File: src/hdl/tpf_pkg.sv
// Types, codes and header byte function for the telemetry packet framer.
// No dependencies.
`timescale 1ns / 1ps

package tpf_pkg;

	localparam logic [15:0] MAX_LEN    = 16'd65526;
	localparam logic [15:0] LEN_BIAS   = 16'd9;
	localparam logic [4:0]  WORD0_BASE = 5'b00001;
	localparam logic [1:0]  W1_FLAGS   = 2'b11;
	localparam logic [3:0]  HDR_LAST   = 4'd15;

	typedef enum logic [1:0] {
		OP_START  = 2'd0,
		OP_BYTE   = 2'd1,
		OP_SETSEQ = 2'd2
	} op_t;

	typedef enum logic [1:0] {
		CMD_HDR  = 2'd0,
		CMD_BYTE = 2'd1,
		CMD_REJ  = 2'd2
	} cmd_kind_t;

	typedef struct packed {
		cmd_kind_t    kind;
		logic [7:0]   data;
		logic         last;
		logic [10:0]  apid;
		logic [13:0]  seq;
		logic [15:0]  dlen;
		logic [31:0]  tc;
		logic [23:0]  tf;
	} cmd_t;

	function automatic logic [7:0] hdr_byte(input cmd_t c, input logic [3:0] idx);
		logic [15:0] w0;
		logic [15:0] w1;
		logic [7:0]  b;
		w0 = {WORD0_BASE, c.apid};
		w1 = {W1_FLAGS, c.seq};
		case (idx)
			4'd0:    b = w0[15:8];
			4'd1:    b = w0[7:0];
			4'd2:    b = w1[15:8];
			4'd3:    b = w1[7:0];
			4'd4:    b = c.dlen[15:8];
			4'd5:    b = c.dlen[7:0];
			4'd6:    b = c.tc[31:24];
			4'd7:    b = c.tc[23:16];
			4'd8:    b = c.tc[15:8];
			4'd9:    b = c.tc[7:0];
			4'd10:   b = c.tf[23:16];
			4'd11:   b = c.tf[15:8];
			4'd12:   b = c.tf[7:0];
			default: b = 8'd0;
		endcase
		return b;
	endfunction

endpackage

File: src/hdl/tpf_front.sv
// Front end: accepts input transactions, tracks sequence count and packet
// state, and issues commands to the queue. Depends on tpf_pkg.
`timescale 1ns / 1ps

module tpf_front import tpf_pkg::*; (
	input  logic        clk,
	input  logic        arst_n,
	input  logic        accept,
	input  logic [1:0]  operation,
	input  logic [15:0] payload_length,
	input  logic [31:0] time_coarse,
	input  logic [23:0] time_fine,
	input  logic [7:0]  data_byte,
	input  logic [13:0] seq_value,
	input  logic [10:0] apid,
	output logic        cmd_wr,
	output cmd_t        cmd
);

	logic [13:0] seq_q;
	logic [15:0] remaining_q;
	logic        discarding_q;

	logic [13:0] seq_d;
	logic [15:0] remaining_d;
	logic        discarding_d;

	always_comb begin
		seq_d        = seq_q;
		remaining_d  = remaining_q;
		discarding_d = discarding_q;
		cmd_wr       = 1'b0;
		cmd.kind     = CMD_BYTE;
		cmd.data     = data_byte;
		cmd.last     = 1'b0;
		cmd.apid     = apid;
		cmd.seq      = seq_q;
		cmd.dlen     = payload_length + LEN_BIAS;
		cmd.tc       = time_coarse;
		cmd.tf       = time_fine;
		unique case (operation)
			OP_START: begin
				remaining_d = payload_length;
				cmd_wr      = 1'b1;
				if (payload_length > MAX_LEN) begin
					discarding_d = 1'b1;
					cmd.kind     = CMD_REJ;
					cmd.data     = 8'd0;
					cmd.last     = 1'b1;
				end else begin
					discarding_d = 1'b0;
					seq_d        = seq_q + 14'd1;
					cmd.kind     = CMD_HDR;
					cmd.last     = (payload_length == 16'd0);
				end
			end
			OP_BYTE: begin
				if (remaining_q != 16'd0) begin
					remaining_d = remaining_q - 16'd1;
					if (discarding_q) begin
						if (remaining_q == 16'd1)
							discarding_d = 1'b0;
					end else begin
						cmd_wr   = 1'b1;
						cmd.last = (remaining_q == 16'd1);
					end
				end
			end
			OP_SETSEQ: begin
				seq_d = seq_value;
			end
			default: begin
			end
		endcase
	end

	always_ff @(posedge clk or negedge arst_n) begin
		if (!arst_n) begin
			seq_q        <= '0;
			remaining_q  <= '0;
			discarding_q <= 1'b0;
		end else if (accept) begin
			seq_q        <= seq_d;
			remaining_q  <= remaining_d;
			discarding_q <= discarding_d;
		end
	end

endmodule

File: src/hdl/tpf_cmd_fifo.sv
// Short command queue between front and back ends, register based.
// Depends on tpf_pkg.
`timescale 1ns / 1ps

module tpf_cmd_fifo import tpf_pkg::*; #(
	parameter int DEPTH = 4
) (
	input  logic clk,
	input  logic arst_n,
	input  logic wr,
	input  cmd_t wr_cmd,
	output logic full,
	input  logic rd,
	output cmd_t rd_cmd,
	output logic not_empty
);

	localparam int PTR_W = (DEPTH > 1) ? $clog2(DEPTH) : 1;
	localparam int CNT_W = $clog2(DEPTH + 1);

	cmd_t             mem_q [DEPTH];
	logic [PTR_W-1:0] wr_ptr_q;
	logic [PTR_W-1:0] rd_ptr_q;
	logic [CNT_W-1:0] cnt_q;

	assign full      = (cnt_q == CNT_W'(DEPTH));
	assign not_empty = (cnt_q != '0);
	assign rd_cmd    = mem_q[rd_ptr_q];

	always_ff @(posedge clk) begin
		if (wr)
			mem_q[wr_ptr_q] <= wr_cmd;
	end

	always_ff @(posedge clk or negedge arst_n) begin
		if (!arst_n) begin
			wr_ptr_q <= '0;
			rd_ptr_q <= '0;
			cnt_q    <= '0;
		end else begin
			if (wr)
				wr_ptr_q <= (wr_ptr_q == PTR_W'(DEPTH - 1)) ? '0 : wr_ptr_q + 1'b1;
			if (rd)
				rd_ptr_q <= (rd_ptr_q == PTR_W'(DEPTH - 1)) ? '0 : rd_ptr_q + 1'b1;
			if (wr && !rd)
				cnt_q <= cnt_q + 1'b1;
			else if (rd && !wr)
				cnt_q <= cnt_q - 1'b1;
		end
	end

endmodule

File: src/hdl/tpf_back.sv
// Back end: expands commands into packet bytes and holds the result register.
// Depends on tpf_pkg.
`timescale 1ns / 1ps

module tpf_back import tpf_pkg::*; (
	input  logic       clk,
	input  logic       arst_n,
	input  logic       cmd_avail,
	input  cmd_t       cmd,
	output logic       cmd_rd,
	output logic       empty,
	input  logic       pop,
	output logic [7:0] packet_byte,
	output logic       last_of_packet,
	output logic       rejected
);

	logic [3:0] idx_q;
	logic       out_valid_q;
	logic [7:0] out_byte_q;
	logic       out_last_q;
	logic       out_rej_q;

	logic       load;
	logic [7:0] nxt_byte;
	logic       nxt_last;

	assign load   = cmd_avail && (!out_valid_q || pop);
	assign cmd_rd = load && ((cmd.kind != CMD_HDR) || (idx_q == HDR_LAST));

	always_comb begin
		if (cmd.kind == CMD_HDR) begin
			nxt_byte = hdr_byte(cmd, idx_q);
			nxt_last = cmd.last && (idx_q == HDR_LAST);
		end else begin
			nxt_byte = cmd.data;
			nxt_last = cmd.last;
		end
	end

	always_ff @(posedge clk or negedge arst_n) begin
		if (!arst_n) begin
			idx_q       <= '0;
			out_valid_q <= 1'b0;
		end else begin
			if (load)
				out_valid_q <= 1'b1;
			else if (pop)
				out_valid_q <= 1'b0;
			if (load && cmd.kind == CMD_HDR)
				idx_q <= idx_q + 4'd1;
		end
	end

	always_ff @(posedge clk) begin
		if (load) begin
			out_byte_q <= nxt_byte;
			out_last_q <= nxt_last;
			out_rej_q  <= (cmd.kind == CMD_REJ);
		end
	end

	assign empty          = !out_valid_q;
	assign packet_byte    = out_byte_q;
	assign last_of_packet = out_last_q;
	assign rejected       = out_rej_q;

endmodule

File: src/hdl/telemetry_packet_framer.sv
// Telemetry packet framer top level: front end, command queue, back end.
// Depends on tpf_pkg, tpf_front, tpf_cmd_fifo, tpf_back.
//
//   channel   handshake           payload
//   input     push / full         operation, payload_length, time_coarse,
//                                 time_fine, data_byte, seq_value
//   result    empty / pop         packet_byte, last_of_packet, rejected
//   config    cfg_valid/cfg_ready cfg_data (apid)
//
// One input transaction per cycle enters the front end while the queue has room.
// The back end sends one byte per cycle unless stalled by the result side:
// 16 for a start, 1 for a payload byte or a reject, so an accepted packet is 16 + length bytes.
// Reset clears counters, queue and the result valid flag (not the result data); apid resets to 0.
// A stalled result side fills the CMD_DEPTH-entry queue, then raises full.
`timescale 1ns / 1ps

module telemetry_packet_framer import tpf_pkg::*; #(
	parameter int CMD_DEPTH = 4
) (
	input  logic        clk,
	input  logic        arst_n,
	input  logic        push,
	output logic        full,
	input  logic [1:0]  operation,
	input  logic [15:0] payload_length,
	input  logic [31:0] time_coarse,
	input  logic [23:0] time_fine,
	input  logic [7:0]  data_byte,
	input  logic [13:0] seq_value,
	input  logic        cfg_valid,
	output logic        cfg_ready,
	input  logic [10:0] cfg_data,
	output logic        empty,
	input  logic        pop,
	output logic [7:0]  packet_byte,
	output logic        last_of_packet,
	output logic        rejected
);

	logic [10:0] apid_q;
	logic        accept;
	logic        cmd_wr;
	cmd_t        cmd_in;
	cmd_t        cmd_head;
	logic        cmd_avail;
	logic        cmd_rd;

	assign cfg_ready = 1'b1;
	assign accept    = push && !full;

	always_ff @(posedge clk or negedge arst_n) begin
		if (!arst_n)
			apid_q <= '0;
		else if (cfg_valid && cfg_ready)
			apid_q <= cfg_data;
	end

	tpf_front u_front (
		.clk            (clk),
		.arst_n         (arst_n),
		.accept         (accept),
		.operation      (operation),
		.payload_length (payload_length),
		.time_coarse    (time_coarse),
		.time_fine      (time_fine),
		.data_byte      (data_byte),
		.seq_value      (seq_value),
		.apid           (apid_q),
		.cmd_wr         (cmd_wr),
		.cmd            (cmd_in)
	);

	tpf_cmd_fifo #(
		.DEPTH (CMD_DEPTH)
	) u_fifo (
		.clk       (clk),
		.arst_n    (arst_n),
		.wr        (cmd_wr && accept),
		.wr_cmd    (cmd_in),
		.full      (full),
		.rd        (cmd_rd),
		.rd_cmd    (cmd_head),
		.not_empty (cmd_avail)
	);

	tpf_back u_back (
		.clk            (clk),
		.arst_n         (arst_n),
		.cmd_avail      (cmd_avail),
		.cmd            (cmd_head),
		.cmd_rd         (cmd_rd),
		.empty          (empty),
		.pop            (pop),
		.packet_byte    (packet_byte),
		.last_of_packet (last_of_packet),
		.rejected       (rejected)
	);

endmodule

File: config.mk
export PLATFORM = sky130hd
export DESIGN_NAME = telemetry_packet_framer
export DESIGN_NICKNAME = d
export VERILOG_FILES = /design/src/hdl/tpf_pkg.sv /design/src/hdl/tpf_front.sv /design/src/hdl/tpf_cmd_fifo.sv /design/src/hdl/tpf_back.sv /design/src/hdl/telemetry_packet_framer.sv
export SDC_FILE = /design/constraint.sdc
export NUM_CORES = 1
export LEC_CHECK = 0
export BUFFER_PORTS_ARGS = -buffer_cell sky130_fd_sc_hd__buf_2
export CORE_AREA = 2 2 144 287
export DETAILED_ROUTE_END_ITERATION = 6
export DIE_AREA = 0 0 146 289
export PLACE_DENSITY_LB_ADDON = 0.08
export SETUP_SLACK_MARGIN = 0.02
export SLEW_MARGIN = 25
export SYNTH_ARGS = -nofsm -noshare
export SYNTH_HDL_FRONTEND = slang
export SYNTH_HIERARCHICAL = 1
export SYNTH_SLANG_ARGS = --single-unit
File: constraint.sdc
create_clock -name clk -period 7.4 [get_ports clk]
set_input_delay 0.37 -clock clk [delete_from_list [all_inputs] [get_ports clk]]
set_output_delay 0.37 -clock clk [all_outputs]
set_load 0.1 [all_outputs]
==> results.yml <==
outcome:
  status: "finished, violations left"
  violations: "negative hold slack"
cts:
  cts_resized: 0
  cts_buffer_depth: 3
  path_clk_slew_ns: 0.07
  clk-insertion-delay-late_ns: 0.54
  cts_inserted_buffers: 42
  postCtsSetupBuffers: 0
  cts_sinks: 496
  clock_tree.root_cell: "clkbuf_16"
  cts_tree: "built"
  ctsHoldBuffers: 0
  htree_levels: 2
setup_path:
  path_max_fanout: 40
  cpMaxStageDelayCell: "buf_4"
  path_class: "flop to flop"
  worstPathRequired_ns: 7.58
  startpoint_type: "flop"
  cpMostUsedCell: "buf_4"
  arrival_ns: 4.05
  cp-end-kind: "flop"
  slowest_delay_ns: 0.60
  crit_chain: "inv_1 > ha_1 > nor4b_1 > nand4_2 > a21oi_1 > nor2_1 > and3b_1 > and2_4 > buf_4 > buf_4"
timing:
  fmax_ghz: 0.258
  final_max_slew_viol_count: 0
  fin_crit_ns: 3.87
  setup_violations: 0
  worst_slew_pin_slew_ns: 0.943
  relSlewSlack_pct: 37.1
  rsz0062_at_grt: "false"
  fin_skew_ns: 0.00841
  hold_ws_ns: -0.0225
  fin_tns_setup_ns: 0
  post-route-period-util_pct: 52.4
  hold_viol: 13
layout:
  fillers: 3199
  area_delta_synth_final_pct: 9.22
  final_area_um2: 23000
  drive_gt1_share_pct: 28.4
  antenna_cells: 0
  fin_util_pct: 57.3
  fin_nets: 1365
logic_synthesis:
  synthArstFlopShare_pct: 10.9
  ys_ff_latch: 496
  synthFlopType: "edfxtp_1"
  syn_inst: 1175
  synth_edf_count: 442
  seq_area_frac_synth_pct: 69.6
  ys_types: 77
  syn-num-nets: 1305
  syn_area_um2: 21000
  syn_area_per_cell_um2: 17.9
  synth-warning-count: 6
floorplanning:
  die_area_um2: 42200
  io-pin-count: 125
  core-area_um2: 40100
  num_rows: 104
  start_util_pct: 52.4
  fp.dieW_um: 146
  die_y_um: 289
placement:
  portBuffers: 123
  hpwl_um: 31900
  place_area_um2: 21600
  routabilityCongestion: 0.900
drt:
  vias: 10800
  drc: 0
  met3_length_um: 1650
  avgRoutedWirePerCell_um: 26.8
  wirelength_met1_um: 17600
  route.met2.wl_um: 27300
  drtPass1Iterations: 5
  ant_nets: 0
  routed_wl_um: 48100
  drt_iter0_drc: 703
  via_per_inst: 6.02
  routed.top_layer: "met4"
global_route:
  grt_overflow: 0
  grt_pass1_vias: 11400
  grt_pass1_wl_um: 72100
  grt_antenna_before_repair: 1
  grt_usage_pct: 23.1
  grt_start_max_net_pins: 99
min_path:
  hold_path_class: "input port to asynchronous set/reset pin"
run:
  drv_cap: 0
power_and_ir_drop:
  p_per_area_nw_per_um2: 377
  peakVddDrop_uv: 316
  leakage_nw: 7.73
-- cells by family (layout without fill, tap and decap cells) --
kind of cell | after synthesis | after routing | synth area share (%)
and+or+nand+nor | 176 | 176 | 4.63
muxes | 138 | 138 | 13.3
DFF | 496 | 496 | 69.6
buffers and inverters | 147 | 240 | 4.67
other | 1 | 1 | 0.0178
adders and majority gates | 18 | 18 | 1.11
xor gates and xnor gates | 20 | 20 | 0.833
AOI/OAI and AO/OA | 179 | 179 | 5.83
-- cells in the mapped netlist, types with 4 or more instances --
cell type | count | share of area, %
clkbuf_1 | 11 | 0.20
xor2_1 | 9 | 0.38
a22o_1 | 10 | 0.42
buf_2 | 27 | 0.64
o21ai_0 | 49 | 1.2
mux2_2 | 15 | 0.80
and3_1 | 8 | 0.24
xnor2_1 | 11 | 0.46
ha_1 | 17 | 1.0
nand2b_1 | 8 | 0.24
mux2i_1 | 5 | 0.24
nor4b_1 | 4 | 0.17
and4_1 | 4 | 0.17
buf_6 | 14 | 0.75
nor2_1 | 37 | 0.66
nor3_1 | 8 | 0.19
a22oi_1 | 17 | 0.61
a222oi_1 | 4 | 0.19
a211oi_1 | 7 | 0.25
nand4_1 | 7 | 0.21
a21oi_1 | 30 | 0.71
and2_1 | 10 | 0.30
o211ai_1 | 4 | 0.14
buf_4 | 72 | 2.6
a31oi_1 | 6 | 0.18
mux2_4 | 10 | 0.71
dfrtp_1 | 54 | 6.4
o22ai_1 | 4 | 0.12
nor2b_1 | 19 | 0.57
nor4_1 | 6 | 0.18
inv_1 | 20 | 0.36
a32oi_1 | 10 | 0.42
nand3_1 | 10 | 0.24
mux4_2 | 108 | 12
edfxtp_1 | 442 | 63
nand2_1 | 35 | 0.63
-- through the flow --
stage          setup slack, ns  hold slack (ns)  std cells  total power, mW
4_1_cts                   3.48          0.00529       1798             8.77
6_report                  3.53          -0.0225       1798             8.66
3_3_place_gp              3.50            0.467       1721             6.54
3_5_place_dp              3.46            0.478       1721             6.56
5_1_grt                   3.26           0.0224       1798             9.03
2_1_floorplan             2.20           0.0744       1175             5.75
-- flip-flops by register name, summed over array words and instances (netlist names) --
register and cells:
u_back/rejected 1, u_back/packet_byte 8, u_fifo/mem_q 432, u_fifo/rd_ptr_q 2
u_front/remaining_q 16, u_front/discarding_q 1, u_front/seq_q 14, u_fifo/wr_ptr_q 2
u_back/out_valid_q 1, u_fifo/cnt_q 3, apid_q 11, u_back/idx_q 4
u_back/last_of_packet 1
-- critical path, delay by kind of cell, from the launching register on --
kind            cells  cell delay, ns
fa+ha+maj           1            0.21
buf+inv             3            1.28
flops               1            0.44
compound gates      1            0.17
simple gates        5            1.30
-- path summary, 6_finish.rpt --
path / from / endpoint / slack, ns / cells past startpoint
setup / recovery: u_front/remaining_q[0]$_DFFE_PN0P_ / u_fifo/mem_q[0][65]$_DFFE_PP_ / 3.53 / 10
hold / removal: arst_n / apid_q[3]$_DFFE_PN0P_ / -0.02 / 2
setup reg to reg: u_front/remaining_q[0]$_DFFE_PN0P_ / u_fifo/mem_q[0][65]$_DFFE_PP_ / 3.53 / 10
hold reg to reg: u_fifo/cnt_q[2]$_DFFE_PN0P_ / u_fifo/cnt_q[2]$_DFFE_PN0P_ / 0.48 / 1
max in group asynchronous: arst_n / u_fifo/rd_ptr_q[0]$_DFFE_PN0P_ / 6.80 / 2
min in group clk: time_coarse[30] / u_fifo/mem_q[1][54]$_DFFE_PP_ / 0.04 / 1
-- layout make-up --
cell class                      instances  area [um2]  area share [%]
Sequential cell                       496       14600            63.7
Multi-Input combinational cell        532        5430            23.6
Clock buffer                           59        1210            5.27
Timing Repair Buffer                  142         771            3.36
Tap cell                              530         663            2.89
Clock inverter                         18         178           0.774
Inverter                               21        78.8           0.343
-- metal layers --
metal	up-vias	track usage, %
met2	294	44.6
met1	5676	26.4
met4	0	8.35
met3	86	2.69
met5	-	0
li1	4759	-
-- power by group --
group / internal, mW / switching [mW]
clock: 1.25 / 0.962
sequential: 3.51 / 0.336
combinational: 1.04 / 1.56
-- layout by cell type (no fill, tap or decap), drive strengths merged, types with 11 or more instances in the layout --
cell,n
clkinv,11
nand2,35
buf,142
inv,22
ha,17
a22oi,17
xnor2,11
a22o,11
clkbuf,59
a21oi,30
mux4,108
o21ai,53
mux2,25
nor2,38
dfrtp,54
edfxtp,442
nor2b,19
Power figures use the tool's default switching activity.
